## src/hdl/topic_filter_matcher_core_defines.svh

```systemverilog
// Assertion macros used by the topic filter matcher top level.
`ifndef TOPIC_FILTER_MATCHER_CORE_DEFINES_SVH
`define TOPIC_FILTER_MATCHER_CORE_DEFINES_SVH

// Check the consequent in the same cycle as the antecedent.
`define TFM_ASSERT_NOW(label, ante, cons, msg) \
    label: assert property (@(posedge clk) disable iff (!rst_n) (ante) |-> (cons)) \
        else $error(msg);

// Check the consequent in the cycle after the antecedent.
`define TFM_ASSERT_NEXT(label, ante, cons, msg) \
    label: assert property (@(posedge clk) disable iff (!rst_n) (ante) |=> (cons)) \
        else $error(msg);

`endif

```

## src/hdl/tfm_pkg.sv

```systemverilog
// Package with shared types, constants and helpers of the topic filter matcher.
`timescale 1ns / 1ps

package tfm_pkg;

    localparam int PATTERN_BYTES_DEF = 48;
    localparam int WORD_BYTES        = 8;
    localparam int CFG_DATA_W        = 64;
    localparam int CFG_ADDR_W        = 6;
    localparam int REG_IDX_W         = 3;
    localparam int POS_W             = 6;
    localparam int QUEUE_DEPTH       = 2;

    localparam logic [REG_IDX_W-1:0] REG_LENGTH = 3'd0;
    localparam logic [REG_IDX_W-1:0] REG_WORD0  = 3'd1;

    localparam logic [7:0] CH_NUL   = 8'h00;
    localparam logic [7:0] CH_HASH  = 8'h23;
    localparam logic [7:0] CH_PLUS  = 8'h2B;
    localparam logic [7:0] CH_SLASH = 8'h2F;

    // One topic byte after classification.
    typedef struct packed {
        logic [7:0] chr;
        logic       term;
        logic       slash;
    } tfm_item_t;

    // Pattern store status seen by the matching engine.
    typedef struct packed {
        logic             busy;
        logic [POS_W-1:0] eff_len;
    } tfm_cfg_status_t;

    typedef enum logic [1:0] {
        SCAN_IDLE,
        SCAN_READ,
        SCAN_CHECK
    } tfm_scan_state_t;

    typedef enum logic [1:0] {
        BACK_IDLE,
        BACK_READ,
        BACK_EXEC
    } tfm_back_state_t;

    function automatic logic [7:0] word_byte(input logic [CFG_DATA_W-1:0] w,
                                             input logic [2:0] sel);
        return w[8*sel +: 8];
    endfunction

endpackage

```

## src/hdl/tfm_cfg.sv

```systemverilog
// Register port, pattern memory and effective-length scanner.
`timescale 1ns / 1ps

module tfm_cfg #(
    parameter int PATTERN_BYTES = tfm_pkg::PATTERN_BYTES_DEF
) (
    input  logic                            clk,
    input  logic                            rst_n,
    input  logic                            psel,
    input  logic                            penable,
    input  logic                            pwrite,
    input  logic [tfm_pkg::CFG_ADDR_W-1:0]  paddr,
    input  logic [tfm_pkg::CFG_DATA_W-1:0]  pwdata,
    output logic [tfm_pkg::CFG_DATA_W-1:0]  prdata,
    output logic                            pready,
    input  logic [tfm_pkg::REG_IDX_W-1:0]   back_addr,
    output logic [tfm_pkg::CFG_DATA_W-1:0]  rd_data,
    output tfm_pkg::tfm_cfg_status_t        status
);

    localparam int WORDS = (PATTERN_BYTES + tfm_pkg::WORD_BYTES - 1) / tfm_pkg::WORD_BYTES;
    localparam int WA    = (WORDS > 1) ? $clog2(WORDS) : 1;
    localparam int PW    = tfm_pkg::POS_W;
    localparam int IW    = tfm_pkg::REG_IDX_W;

    logic [tfm_pkg::CFG_DATA_W-1:0] mem [WORDS];
    logic [WORDS-1:0]               mem_valid_reg;

    logic [PW-1:0]                  length_reg;
    logic [PW-1:0]                  eff_len_reg, eff_len_next;
    logic [IW-1:0]                  word_reg, word_next;
    tfm_pkg::tfm_scan_state_t       state_reg, state_next;

    logic                           rda_len_reg;
    logic                           rda_hit_reg;
    logic [tfm_pkg::CFG_DATA_W-1:0] rda_data_reg;
    logic                           rdb_hit_reg;
    logic [tfm_pkg::CFG_DATA_W-1:0] rdb_data_reg;

    logic                           wr_en;
    logic [IW-1:0]                  reg_idx;
    logic [IW-1:0]                  word_idx;
    logic                           word_hit;
    logic [IW-1:0]                  rdb_addr;
    logic                           rdb_in_range;
    logic [PW-1:0]                  lim;
    logic                           found;
    logic [PW-1:0]                  found_pos;
    logic                           last_word;

    assign pready   = 1'b1;
    assign wr_en    = psel && penable && pwrite;
    assign reg_idx  = paddr[tfm_pkg::CFG_ADDR_W-1:3];
    assign word_idx = reg_idx - tfm_pkg::REG_WORD0;
    assign word_hit = (reg_idx != tfm_pkg::REG_LENGTH) && (32'(word_idx) < WORDS);

    // Port B serves the scanner while it runs, the matching engine otherwise.
    assign rdb_addr     = (state_reg != tfm_pkg::SCAN_IDLE) ? word_reg : back_addr;
    assign rdb_in_range = 32'(rdb_addr) < WORDS;

    always_ff @(posedge clk)
    begin
        if (wr_en && word_hit)
        begin
            mem[word_idx[WA-1:0]] <= pwdata;
        end
        rda_data_reg <= mem[word_idx[WA-1:0]];
        rdb_data_reg <= mem[rdb_addr[WA-1:0]];
    end

    always_ff @(posedge clk or negedge rst_n)
    begin
        if (!rst_n)
        begin
            mem_valid_reg <= '0;
            length_reg    <= '0;
            eff_len_reg   <= '0;
            word_reg      <= '0;
            state_reg     <= tfm_pkg::SCAN_IDLE;
            rda_len_reg   <= 1'b0;
            rda_hit_reg   <= 1'b0;
            rdb_hit_reg   <= 1'b0;
        end
        else
        begin
            if (wr_en && word_hit)
            begin
                mem_valid_reg[word_idx[WA-1:0]] <= 1'b1;
            end
            if (wr_en && reg_idx == tfm_pkg::REG_LENGTH)
            begin
                length_reg <= pwdata[PW-1:0];
            end
            // Capture read selection in the setup cycle.
            if (psel && !penable)
            begin
                rda_len_reg <= reg_idx == tfm_pkg::REG_LENGTH;
                rda_hit_reg <= word_hit && mem_valid_reg[word_idx[WA-1:0]];
            end
            rdb_hit_reg <= rdb_in_range && mem_valid_reg[rdb_addr[WA-1:0]];
            eff_len_reg <= eff_len_next;
            word_reg    <= word_next;
            state_reg   <= state_next;
        end
    end

    assign prdata  = rda_len_reg ? {{(tfm_pkg::CFG_DATA_W-PW){1'b0}}, length_reg}
                   : (rda_hit_reg ? rda_data_reg : '0);
    assign rd_data = rdb_hit_reg ? rdb_data_reg : '0;

    assign lim = (32'(length_reg) > PATTERN_BYTES) ? PW'(PATTERN_BYTES) : length_reg;

    // First byte of the fetched word at or beyond the limit, or holding zero.
    always_comb
    begin
        logic [PW-1:0] idx;
        found     = 1'b0;
        found_pos = '0;
        for (int j = tfm_pkg::WORD_BYTES - 1; j >= 0; j--)
        begin
            idx = {word_reg, 3'(j)};
            if (idx >= lim || tfm_pkg::word_byte(rd_data, 3'(j)) == tfm_pkg::CH_NUL)
            begin
                found     = 1'b1;
                found_pos = idx;
            end
        end
    end

    assign last_word = 32'(word_reg) == WORDS - 1;

    always_comb
    begin
        state_next = state_reg;
        case (state_reg)
            tfm_pkg::SCAN_IDLE:
            begin
                if (wr_en)
                    state_next = tfm_pkg::SCAN_READ;
            end
            tfm_pkg::SCAN_READ:
            begin
                if (!wr_en)
                    state_next = tfm_pkg::SCAN_CHECK;
            end
            tfm_pkg::SCAN_CHECK:
            begin
                if (wr_en)
                    state_next = tfm_pkg::SCAN_READ;
                else if (found || last_word)
                    state_next = tfm_pkg::SCAN_IDLE;
                else
                    state_next = tfm_pkg::SCAN_READ;
            end
            default:
                state_next = tfm_pkg::SCAN_IDLE;
        endcase
    end

    always_comb
    begin
        word_next    = word_reg;
        eff_len_next = eff_len_reg;
        case (state_reg)
            tfm_pkg::SCAN_CHECK:
            begin
                if (found)
                    eff_len_next = found_pos;
                else if (last_word)
                    eff_len_next = lim;
                else
                    word_next = word_reg + 1'b1;
            end
            default:
            begin
            end
        endcase
        if (wr_en)
            word_next = '0;
    end

    assign status.busy    = state_reg != tfm_pkg::SCAN_IDLE;
    assign status.eff_len = eff_len_reg;

endmodule

```

## src/hdl/tfm_front.sv

```systemverilog
// Input stage: accept topic bytes, classify them and queue them for matching.
`timescale 1ns / 1ps

module tfm_front (
    input  logic                 clk,
    input  logic                 rst_n,
    input  logic                 s_axis_tvalid,
    output logic                 s_axis_tready,
    input  logic [7:0]           s_axis_tdata,   // [7:0] topic_char
    input  logic                 hold,
    output tfm_pkg::tfm_item_t   item,
    output logic                 item_valid,
    input  logic                 item_pop
);

    localparam int DEPTH = tfm_pkg::QUEUE_DEPTH;
    localparam int PTR_W = (DEPTH > 1) ? $clog2(DEPTH) : 1;
    localparam int CNT_W = $clog2(DEPTH + 1);

    tfm_pkg::tfm_item_t q_reg [DEPTH];
    logic [PTR_W-1:0]   wr_ptr_reg, rd_ptr_reg;
    logic [CNT_W-1:0]   count_reg;
    logic               push;
    tfm_pkg::tfm_item_t in_item;

    assign s_axis_tready = (32'(count_reg) != DEPTH) && !hold;
    assign push          = s_axis_tvalid && s_axis_tready;

    assign in_item.chr   = s_axis_tdata;
    assign in_item.term  = s_axis_tdata == tfm_pkg::CH_NUL;
    assign in_item.slash = s_axis_tdata == tfm_pkg::CH_SLASH;

    always_ff @(posedge clk)
    begin
        if (push)
            q_reg[wr_ptr_reg] <= in_item;
    end

    always_ff @(posedge clk or negedge rst_n)
    begin
        if (!rst_n)
        begin
            wr_ptr_reg <= '0;
            rd_ptr_reg <= '0;
            count_reg  <= '0;
        end
        else
        begin
            if (push)
                wr_ptr_reg <= (32'(wr_ptr_reg) == DEPTH - 1) ? '0 : wr_ptr_reg + 1'b1;
            if (item_pop)
                rd_ptr_reg <= (32'(rd_ptr_reg) == DEPTH - 1) ? '0 : rd_ptr_reg + 1'b1;
            if (push && !item_pop)
                count_reg <= count_reg + 1'b1;
            else if (!push && item_pop)
                count_reg <= count_reg - 1'b1;
        end
    end

    assign item       = q_reg[rd_ptr_reg];
    assign item_valid = count_reg != '0;

endmodule

```

## src/hdl/tfm_back.sv

```systemverilog
// Matching engine: walk the pattern for each queued byte and emit the verdict.
`timescale 1ns / 1ps

module tfm_back (
    input  logic                            clk,
    input  logic                            rst_n,
    input  tfm_pkg::tfm_item_t              item,
    input  logic                            item_valid,
    output logic                            item_pop,
    input  tfm_pkg::tfm_cfg_status_t        status,
    output logic [tfm_pkg::REG_IDX_W-1:0]   rd_addr,
    input  logic [tfm_pkg::CFG_DATA_W-1:0]  rd_data,
    output logic                            m_axis_tvalid,
    input  logic                            m_axis_tready,
    output logic [7:0]                      m_axis_tdata   // [0] topic_matches
);

    localparam int PW = tfm_pkg::POS_W;

    tfm_pkg::tfm_back_state_t state_reg, state_next;
    logic [PW-1:0]            pos_reg, pos_next;
    logic                     skip_reg, skip_next;
    logic                     known_reg, known_next;
    logic                     ans_reg, ans_next;
    logic [7:0]               chr_reg, chr_next;
    logic                     out_valid_reg, out_valid_next;
    logic                     out_match_reg, out_match_next;

    logic                     out_free;
    logic                     take;
    logic                     pat_done;
    logic [7:0]               pat;

    assign out_free = !out_valid_reg || m_axis_tready;
    assign take     = item_valid && !status.busy;
    assign pat_done = pos_reg >= status.eff_len;
    assign pat      = tfm_pkg::word_byte(rd_data, pos_reg[2:0]);
    assign rd_addr  = pos_reg[PW-1:3];

    always_ff @(posedge clk or negedge rst_n)
    begin
        if (!rst_n)
        begin
            state_reg     <= tfm_pkg::BACK_IDLE;
            pos_reg       <= '0;
            skip_reg      <= 1'b0;
            known_reg     <= 1'b0;
            ans_reg       <= 1'b0;
            out_valid_reg <= 1'b0;
        end
        else
        begin
            state_reg     <= state_next;
            pos_reg       <= pos_next;
            skip_reg      <= skip_next;
            known_reg     <= known_next;
            ans_reg       <= ans_next;
            out_valid_reg <= out_valid_next;
        end
    end

    always_ff @(posedge clk)
    begin
        chr_reg       <= chr_next;
        out_match_reg <= out_match_next;
    end

    always_comb
    begin
        state_next = state_reg;
        case (state_reg)
            tfm_pkg::BACK_IDLE:
            begin
                if (take && !item.term && !known_reg && !(skip_reg && !item.slash))
                    state_next = tfm_pkg::BACK_READ;
            end
            tfm_pkg::BACK_READ:
                state_next = tfm_pkg::BACK_EXEC;
            tfm_pkg::BACK_EXEC:
            begin
                // A plus that meets a slash steps on to the next pattern byte.
                if (!pat_done && pat == tfm_pkg::CH_PLUS && chr_reg == tfm_pkg::CH_SLASH)
                    state_next = tfm_pkg::BACK_READ;
                else
                    state_next = tfm_pkg::BACK_IDLE;
            end
            default:
                state_next = tfm_pkg::BACK_IDLE;
        endcase
    end

    always_comb
    begin
        pos_next       = pos_reg;
        skip_next      = skip_reg;
        known_next     = known_reg;
        ans_next       = ans_reg;
        chr_next       = chr_reg;
        out_match_next = out_match_reg;
        out_valid_next = out_valid_reg && !m_axis_tready;
        item_pop       = 1'b0;
        case (state_reg)
            tfm_pkg::BACK_IDLE:
            begin
                if (take && item.term)
                begin
                    if (out_free)
                    begin
                        item_pop       = 1'b1;
                        out_valid_next = 1'b1;
                        if (status.eff_len == '0)
                            out_match_next = 1'b1;
                        else if (known_reg)
                            out_match_next = ans_reg;
                        else
                            out_match_next = pat_done;
                        pos_next   = '0;
                        skip_next  = 1'b0;
                        known_next = 1'b0;
                        ans_next   = 1'b0;
                    end
                end
                else if (take)
                begin
                    item_pop = 1'b1;
                    chr_next = item.chr;
                    if (!known_reg && skip_reg && item.slash)
                        skip_next = 1'b0;
                end
            end
            tfm_pkg::BACK_EXEC:
            begin
                if (pat_done || (pat != tfm_pkg::CH_HASH && pat != tfm_pkg::CH_PLUS
                                 && pat != chr_reg))
                begin
                    known_next = 1'b1;
                    ans_next   = 1'b0;
                    skip_next  = 1'b0;
                end
                else if (pat == tfm_pkg::CH_HASH)
                begin
                    known_next = 1'b1;
                    ans_next   = 1'b1;
                    skip_next  = 1'b0;
                end
                else
                begin
                    pos_next = pos_reg + 1'b1;
                    if (pat == tfm_pkg::CH_PLUS && chr_reg != tfm_pkg::CH_SLASH)
                        skip_next = 1'b1;
                end
            end
            default:
            begin
            end
        endcase
    end

    assign m_axis_tvalid = out_valid_reg;
    assign m_axis_tdata  = {7'b0, out_match_reg};

endmodule

```

## src/hdl/topic_filter_matcher_core.sv

```systemverilog
// Top level of the topic filter matcher: register port, front queue and engine.
`timescale 1ns / 1ps
// Usage:
//   Write pattern_length at byte address 0 and the pattern words at 8, 16 .. 48
//   over the APB-style port; reads return the stored values. Then stream the
//   topic one byte per word on s_axis; a zero byte ends the topic and yields one
//   word on m_axis whose bit 0 is the match flag. Other bytes yield nothing.
// Sequence:
//   A byte that needs a pattern compare passes through the engine as take,
//   pattern memory read and compare; each further plus wildcard crossed by a slash
//   repeats the read and compare. Terminators, bytes inside a plus level and bytes
//   after the verdict is settled need no pattern read. With the engine idle and
//   the queue empty, a terminator accepted on s_axis passes the queue register and
//   then the output register before m_axis_tvalid rises. Every register write
//   starts a scan for the pattern's end, a read and a check per pattern word up
//   to that end, during which s_axis is not ready.
// Reset:
//   Clears the length, the pattern, the queue and the per-topic state.
// Stalls:
//   A two-word queue decouples input from the engine; while m_axis is stalled
//   the verdict holds in the output register and later bytes fill the queue.
`include "topic_filter_matcher_core_defines.svh"

module topic_filter_matcher_core #(
    parameter int PATTERN_BYTES = tfm_pkg::PATTERN_BYTES_DEF
) (
    input  logic                            clk,
    input  logic                            rst_n,
    input  logic                            s_axis_tvalid,
    output logic                            s_axis_tready,
    input  logic [7:0]                      s_axis_tdata,   // [7:0] topic_char
    output logic                            m_axis_tvalid,
    input  logic                            m_axis_tready,
    output logic [7:0]                      m_axis_tdata,   // [0] topic_matches
    input  logic                            psel,
    input  logic                            penable,
    input  logic                            pwrite,
    input  logic [tfm_pkg::CFG_ADDR_W-1:0]  paddr,
    input  logic [tfm_pkg::CFG_DATA_W-1:0]  pwdata,
    output logic [tfm_pkg::CFG_DATA_W-1:0]  prdata,
    output logic                            pready
);

    tfm_pkg::tfm_cfg_status_t       cfg_status;
    tfm_pkg::tfm_item_t             item;
    logic                           item_valid;
    logic                           item_pop;
    logic [tfm_pkg::REG_IDX_W-1:0]  back_addr;
    logic [tfm_pkg::CFG_DATA_W-1:0] pat_word;

    // Pattern store and the scan that finds the pattern's working length.
    tfm_cfg #(
        .PATTERN_BYTES (PATTERN_BYTES)
    ) u_cfg (
        .clk       (clk),
        .rst_n     (rst_n),
        .psel      (psel),
        .penable   (penable),
        .pwrite    (pwrite),
        .paddr     (paddr),
        .pwdata    (pwdata),
        .prdata    (prdata),
        .pready    (pready),
        .back_addr (back_addr),
        .rd_data   (pat_word),
        .status    (cfg_status)
    );

    // Hold the input while the scan runs so no byte sees a stale length.
    tfm_front u_front (
        .clk           (clk),
        .rst_n         (rst_n),
        .s_axis_tvalid (s_axis_tvalid),
        .s_axis_tready (s_axis_tready),
        .s_axis_tdata  (s_axis_tdata),
        .hold          (cfg_status.busy),
        .item          (item),
        .item_valid    (item_valid),
        .item_pop      (item_pop)
    );

    tfm_back u_back (
        .clk           (clk),
        .rst_n         (rst_n),
        .item          (item),
        .item_valid    (item_valid),
        .item_pop      (item_pop),
        .status        (cfg_status),
        .rd_addr       (back_addr),
        .rd_data       (pat_word),
        .m_axis_tvalid (m_axis_tvalid),
        .m_axis_tready (m_axis_tready),
        .m_axis_tdata  (m_axis_tdata)
    );

    `TFM_ASSERT_NOW(a_scan_holds_input, cfg_status.busy, !s_axis_tready, "input during scan")
    `TFM_ASSERT_NEXT(a_write_starts_scan, psel && penable && pwrite, cfg_status.busy, "no scan")
    `TFM_ASSERT_NOW(a_len_ok, !cfg_status.busy, cfg_status.eff_len <= 6'(PATTERN_BYTES), "length")

endmodule

```

## config.mk

```make
export PLATFORM = sky130hd
export DESIGN_NAME = topic_filter_matcher_core
export DESIGN_NICKNAME = d
export VERILOG_FILES = /design/src/hdl/tfm_pkg.sv /design/src/hdl/tfm_cfg.sv /design/src/hdl/tfm_front.sv /design/src/hdl/tfm_back.sv /design/src/hdl/topic_filter_matcher_core.sv
export VERILOG_INCLUDE_DIRS = /design/src /design/src/hdl
export SDC_FILE = /design/constraint.sdc
export NUM_CORES = 1
export LEC_CHECK = 0
export BUFFER_PORTS_ARGS = -buffer_cell sky130_fd_sc_hd__buf_2
export CAP_MARGIN = 20
export CORE_MARGIN = 5
export CORE_UTILIZATION = 40
export DETAILED_ROUTE_END_ITERATION = 6
export PLACE_DENSITY = 0.56
export RECOVER_POWER = 50
export SLEW_MARGIN = 30
export SYNTH_ARGS = -nofsm -noshare
export SYNTH_HDL_FRONTEND = slang
export SYNTH_SLANG_ARGS = --single-unit
```

## constraint.sdc

```tcl
create_clock -name clk -period 2.5 [get_ports clk]
set_input_delay 0.5 -clock clk [delete_from_list [all_inputs] [get_ports clk]]
set_output_delay 0.5 -clock clk [all_outputs]
set_load 0.01 [all_outputs]
```

Yosys cells after proc, flatten, opt, wreduce, memory -nomap -nowiden
Memories as Yosys holds them, arrays and structs flattened. A register that Yosys moved wholly into a read port is not among the register bits.
Cells that the tools add are included.
{"block": "totals", "register_bits": 51, "mem_count": 2, "inputBits": 85, "ramBits": 404, "output_inout_bits": 75}
{"memory": "u_cfg.mem", "depth": 6, "word_bits": 64, "rd": 2, "rd_ports_with_merged_regs": 2, "wr": 1, "line": "tfm_cfg.sv:26", "source": "logic [tfm_pkg::CFG_DATA_W-1:0] mem [WORDS];"}
{"memory": "u_front.q_reg", "depth": 2, "word_bits": 10, "rd": 1, "rd_ports_with_merged_regs": 0, "wr": 1, "line": "tfm_front.sv:20", "source": "tfm_pkg::tfm_item_t q_reg [DEPTH];"}
{"block": "classes", "shifts": 1, "n_mux": 76, "n_eq_ne": 28, "magnitude_cmp": 15, "add_sub_neg": 7, "bitwise": 2, "n_reduce_logical": 77}
{"op": "two-way mux 64 bit", "count": 3}
{"op": "two-way mux 6 bit", "count": 15}
{"op": "logical NOT 8 bit", "count": 9}
{"op": "variable part select 64 x 7 -> 8 bit", "count": 1}
{"op": "greater-or-equal comparator 6 bit", "count": 9}
{"op": "two-way mux 1 bit", "count": 38}
{"op": "equality test 8 x 6 -> 1 bit, second input constant", "count": 4}
{"op": "logical AND 1 bit", "count": 27}
{"op": "!= test 8 x 6 -> 1 bit, second input constant", "count": 3}
{"op": "two-way mux 3 bit", "count": 5}
{"op": "two-way mux 2 bit", "count": 6}
{"op": "!= test 2 x 1 -> 1 bit, second input constant", "count": 6}
{"op": "case mux 2 bit (3 select lines)", "count": 2}
{"op": "case mux 6 bit (2 select lines)", "count": 1}
{"op": "nonzero test 2 bit", "count": 6}
{"op": "logical NOT 1 bit", "count": 11}
{"op": "logical OR 1 bit", "count": 11}
{"op": "AND reduction 5 bit", "count": 2}
{"op": "!= test 3 x 1 -> 1 bit, second input constant", "count": 3}
{"op": "AND reduction 3 bit", "count": 3}
{"op": "< comparator 3 x 4 -> 1 bit, second input constant", "count": 2}
{"op": "!= test 2 bit, second input constant", "count": 4}
{"op": "!= test 8 bit", "count": 1}
{"op": "adder 6 x 1 -> 6 bit, second input constant", "count": 1}
{"op": "other kinds (24)", "count": 33}

Logic depth before layout (Yosys ltp)
{"block": "logic_depth", "depth_word": 16, "mapped_depth": 12, "mapped_depth_nobuf": 12}

Cells and area by module
From an unflattened synthesis, not the netlist that was laid out.
{"block": "hier_totals", "hier_cells": 1916, "hier_area_um2": 25594.5}
{"mod": "tfm_cfg", "cells_each": 1680, "area_each_um2": 22680.5, "seq_area_each_um2": 14744.1, "n_inst": 1}
{"mod": "tfm_back", "cells_each": 179, "area_each_um2": 1948.1, "seq_area_each_um2": 570.5, "n_inst": 1}
{"mod": "tfm_front", "cells_each": 57, "area_each_um2": 965.9, "seq_area_each_um2": 700.7, "n_inst": 1}

Worst setup path after synthesis
Ideal clock, no wire load.
{"block": "synth_path", "path_kind": "input to register", "from": "input port paddr[3] in the netlist's numbering", "to": "register u_cfg.mem_valid_reg[1]", "n_path_buf": 4, "setup_time_ns": 0.094, "t_arrival_ns": 7.610, "slack_ns": -5.203, "path_stages": 10, "path_cell_list": "clkbuf_1 -> clkinv_1 -> clkbuf_1 -> clkbuf_1 -> ha_1 -> xnor2_1 -> clkbuf_1 -> nand2_1 -> nor3b_1 -> or2_2"}
{"block": "synth_via", "elab_chain_cells": 6, "word_cells_on_any_way": 11, "cone_classes": "add/sub (1); order compare (3); mux (2); bitwise (1); reduce/logical (4)"}
{"element": "start: declaration", "line": "topic_filter_matcher_core.sv:38", "source": "input logic [tfm_pkg::CFG_ADDR_W-1:0] paddr,"}
{"element": "subtractor 3 x 1 -> 3 bit", "line": "tfm_cfg.sv:54", "source": "assign word_idx = reg_idx - tfm_pkg::REG_WORD0;"}
{"element": "< comparator 3 x 4 -> 1 bit (not written as such) or greater-or-equal comparator 3 x 1 -> 1 bit (tied branches)", "line": "tfm_cfg.sv:88", "source": "mem_valid_reg[word_idx[WA-1:0]] <= 1'b1;"}
{"element": "logical AND 1 bit (not written as such)", "line": "tfm_cfg.sv:88"}
{"element": "two-way mux 1 bit (not written as such)", "line": "tfm_cfg.sv:88"}
{"element": "demux 1 bit (select 3 bit)"}
{"element": "bitwise OR 6 bit (no source line)"}
{"element": "end signal: assignment", "line": "tfm_cfg.sv:75", "source": "mem_valid_reg <= '0;"}
{"element": "end signal: indexed assignment", "line": "tfm_cfg.sv:88"}
{"element": "end: declaration", "line": "tfm_cfg.sv:27", "source": "logic [WORDS-1:0] mem_valid_reg;"}
Parallel ways exist; a longest one is shown, timed or not.
A chain may end at the register's enable or synchronous reset.

Worst setup path in the final report
{"block": "layout_path", "from": "register u_back.pos_reg[1]", "to": "register u_back.pos_reg[1]"}
{"block": "layout_via", "elab_chain_cells": 7, "word_cells_on_any_way": 16, "cone_classes": "add/sub (1); order compare (1); eq/ne (6); shift (1); mux (3); reduce/logical (4)"}
{"element": "start: declaration", "line": "tfm_back.sv:21", "source": "logic [PW-1:0] pos_reg, pos_next;"}
{"element": "start signal: assignment", "line": "tfm_back.sv:54", "source": "pos_reg <= pos_next;"}
{"element": "variable part select 64 x 7 -> 8 bit", "line": "tfm_pkg.sv:49", "source": "return w[8*sel +: 8];"}
{"element": "!= test 8 x 6 -> 1 bit", "line": "tfm_back.sv:133", "source": "if (pat_done || (pat != tfm_pkg::CH_HASH && pat != tfm_pkg::CH_PLUS"}
{"element": "logical AND 1 bit", "line": "tfm_back.sv:133"}
{"element": "logical AND 1 bit", "line": "tfm_back.sv:134", "source": "&& pat != chr_reg))"}
{"element": "logical OR 1 bit", "line": "tfm_back.sv:133"}
{"element": "!= test 2 bit (no source line)"}
{"element": "AND reduction 5 bit (no source line)"}
Parallel ways exist; a longest one is shown, timed or not. The select of a mux whose other input is x is not followed.

==> results_dict.tcl <==
set metrics [dict create \
    async_flop_share 0.0720 \
    fillers 5506 \
    worst_slew_pin_slew_ns 1.51 \
    grt_use_met3 0.0286 \
    slowest_delay_ns 0.47 \
    track_usage 0.203 \
    crit_slowest_cell "dfrtp_2" \
    crit_top_cell "buf_6" \
    yosysUniqueCellTypes 74 \
    cts_buffers 61 \
    io_pins 160 \
    path_class "flip-flop to flip-flop" \
    synth_area_mm2 0.0254 \
    ys_warn_count 0 \
    cts_tree "done" \
    cap_violations 0 \
    grt_setup_unrepaired "yes" \
    slew_viol_final 92 \
    hold_viol_final 0 \
    h-tree-depth 2 \
    ys_ff_latch 583 \
    dpl.hpwl_um 47800 \
    synth_common_cells "edfxtp_1 (413), nand2_1 (194), mux2i_1 (146)" \
    use_met1 0.273 \
    setup_slack_ns -0.166 \
    chipWidth_um 262 \
    critPathMaxFanout 5 \
    start_util 0.403 \
    grt_pass1_vias 17100 \
    die_area_mm2 0.0686 \
    drtIter0Drc 998 \
    numPortBuffers 148 \
    avgRoutedWirePerCell_um 23.1 \
    timing.final.crit_share 1.07 \
    nets 2271 \
    antenna_found_initial 6 \
    reg2reg_slack_ns -0.17 \
    grt_busiest_layer "met2" \
    synth_top_area_cell "edfxtp_1" \
    areaGrowthSynthToFinish_pct 22.4 \
    final_core_util 0.493 \
    crit_arrival_ns 3.18 \
    avgViaCountPerCell 5.48 \
    dr.pass1.iters 7 \
    route.detailed.drc 0 \
    syn_area_per_cell_um2 13.4 \
    finalCriticalPeriod_ns 2.67 \
    wl_um 71000 \
    fin_setup_tns_ns -3.80 \
    ys.flop_type "edfxtp_1" \
    crit_chain "buf_6 > mux2_4 > or3_4 > nand4_1 > and4_1 > nand4b_1 > a41oi_4 > buf_6 > nor3b_1 > a31o_4" \
    max_freq_ghz 0.375 \
    finClkSkew_ns 0.0172 \
    grt_pass1_wl_um 106000 \
    grt-ovfl-total 0 \
    grt_max_degree 107 \
    largest_register_ffs 384 \
    grtUsageMet2 0.347 \
    p_leak_nw 11.8 \
    synth_area_leaders "edfxtp_1 (49%), dfxtp_1 (10%), mux4_2 (6.0%)" \
    r2r-start "u_back.pos_reg[1]$_DFFE_PN0P_" \
    required_ns 3.01 \
    setup_viol 56 \
    fp.dieH_um 262 \
    synth-edff-count 413 \
    drive_gt1_frac 0.244 \
    yosys.area.top_type_share 0.489 \
    violations "slew limit, setup timing" \
    hp-class "input pin to flip-flop" \
    clk_latency_ns 0.63 \
    reg2reg_depth 10 \
    peakVddDrop_v 0.000597 \
    dp_worst_setup_slack_ns -0.387 \
    crit_start "u_back.pos_reg[1]$_DFFE_PN0P_" \
    p_per_area_mw_per_mm2 769 \
    clk_pin_slew_ns 0.07 \
    critPathLaunchType "flip-flop" \
    clock_sinks 583 \
    cts_buffer_depth 3 \
    outcome "finished, violations left" \
    cts-root-buf "clkbuf_16" \
    rows 92 \
    place.gp.congestion 0.902 \
    synth_most_common_cell "edfxtp_1" \
    endpoint "u_back.pos_reg[1]$_DFFE_PN0P_" \
    endpoint_kind "flip-flop" \
    netlist_instances 1893 \
    seq_area_frac_synth 0.631 \
    max-slew-margin-rel -0.00528 \
    postRouteAntennaNets 0 \
    r2r_end "u_back.pos_reg[1]$_DFFE_PN0P_" \
    vias 16800 \
    core_area_mm2 0.0630 \
]
kinds of logic (layout without fill, tap and decap cells):
logic type      after synthesis  count (layout)  share of synthesized area
simple gates                497             497                     0.0983
mux                         255             255                      0.136
buf+inv                     157             481                     0.0269
flops                       583             583                      0.631
compound gates              368             368                     0.0936
fa+ha+maj                    16              16                    0.00789
xor+xnor                     15              15                    0.00518
other cells                   2               9                   0.000296
metal layers:
layer / vias up / wire length [um]
li1: 7796 / -
met2: 476 / 35100
met1: 8415 / 30300
met3: 121 / 3620
met5: - / 56
met4: 8 / 1870
final cells by class:
cell class              count  area (um^2)  share of cell area
inverters                  23         90.1             0.00290
multi-input cells        1159         9120               0.294
clock buffers              82         1740              0.0561
flip-flops and latches    583        16000               0.516
diodes                      1         2.50           0.0000806
repair buffers            342         2660              0.0858
clock inverters            34          352              0.0113
well taps                 846         1060              0.0341
worst min path at each step:
| stage | from | end | slack (ns) | cells past startpoint |
|---|---|---|---|---|
| global placement | u_back.state_reg[1]$_DFFE_PN0P_ | u_back.state_reg[1]$_DFFE_PN0P_ | 0.46 | 1 |
| detailed placement | u_back.state_reg[1]$_DFFE_PN0P_ | u_back.state_reg[1]$_DFFE_PN0P_ | 0.47 | 1 |
| CTS | pwdata[20] | u_cfg.mem[4][20]$_DFFE_PP_ | 0.07 | 1 |
| global route | s_axis_tdata[3] | u_front.q_reg[1][5]$_DFFE_PP_ | 0.15 | 1 |
| finish | s_axis_tdata[3] | u_front.q_reg[1][5]$_DFFE_PP_ | 0.15 | 1 |
| floorplan | rst_n | u_back.ans_reg$_DFFE_PN0P_ | 0.20 | 0 |
layout by cell type, fill, tap and decap left out, drive strengths merged, types with 8 or more instances in the layout:
master and instances:
a22o 8, mux2i 146, dfxtp 128, edfxtp 413, and2 64, inv 25
nor2 38, o221ai 12, clkinv 16, or2 8, a22oi 12, clkbuf 169
a21oi 101, a221o 37, mux2 41, nor2b 12, o22ai 42, ha 16
nand2 195, conb 8, o21ai 108, xnor2 9, dfrtp 42, buf 253
nor3b 33, nand3 75, nor4 19, mux4 68, nor3 17, clkinvlp 11
a31oi 13, nand2b 10
report_power, final:
group | total, W | internal [W] | switching [W] | leakage [nW]
Sequential | 0.0113 | 0.0109 | 0.000404 | 5.34
Combinational | 0.00332 | 0.00143 | 0.00189 | 5.44
Clock | 0.00922 | 0.00543 | 0.00379 | 0.996
Total | 0.0239 | 0.0178 | 0.00609 | 11.8
timing repair:
action,CTS,global route
pin swaps,24,19
resized for setup,50,34
setup endpoints to repair,60,59
hold buffers,1,0
hold endpoints to repair,42,0
setup buffers,14,3
per-stage QoR:
stage          power [W]  instances  area (um^2)  hold slack (ns)
2_1_floorplan     0.0133       1899        25600            0.204
3_3_place_gp      0.0147       2936        28800            0.458
3_5_place_dp      0.0147       2936        28800            0.466
4_1_cts           0.0241       3067        31200           0.0654
5_1_grt           0.0248       3069        31000            0.151
6_report          0.0239       3070        31000            0.153
critical path: cells and delay by family, from the launching register on:
family                 cells  cell delay [ns]
AND/OR/NAND/NOR            5             0.92
buffers and inverters      2             0.31
flip-flops                 1             0.47
AO/OA/AOI/OAI              2             0.55
multiplexers               1             0.30
Power figures use the tool's default switching activity.
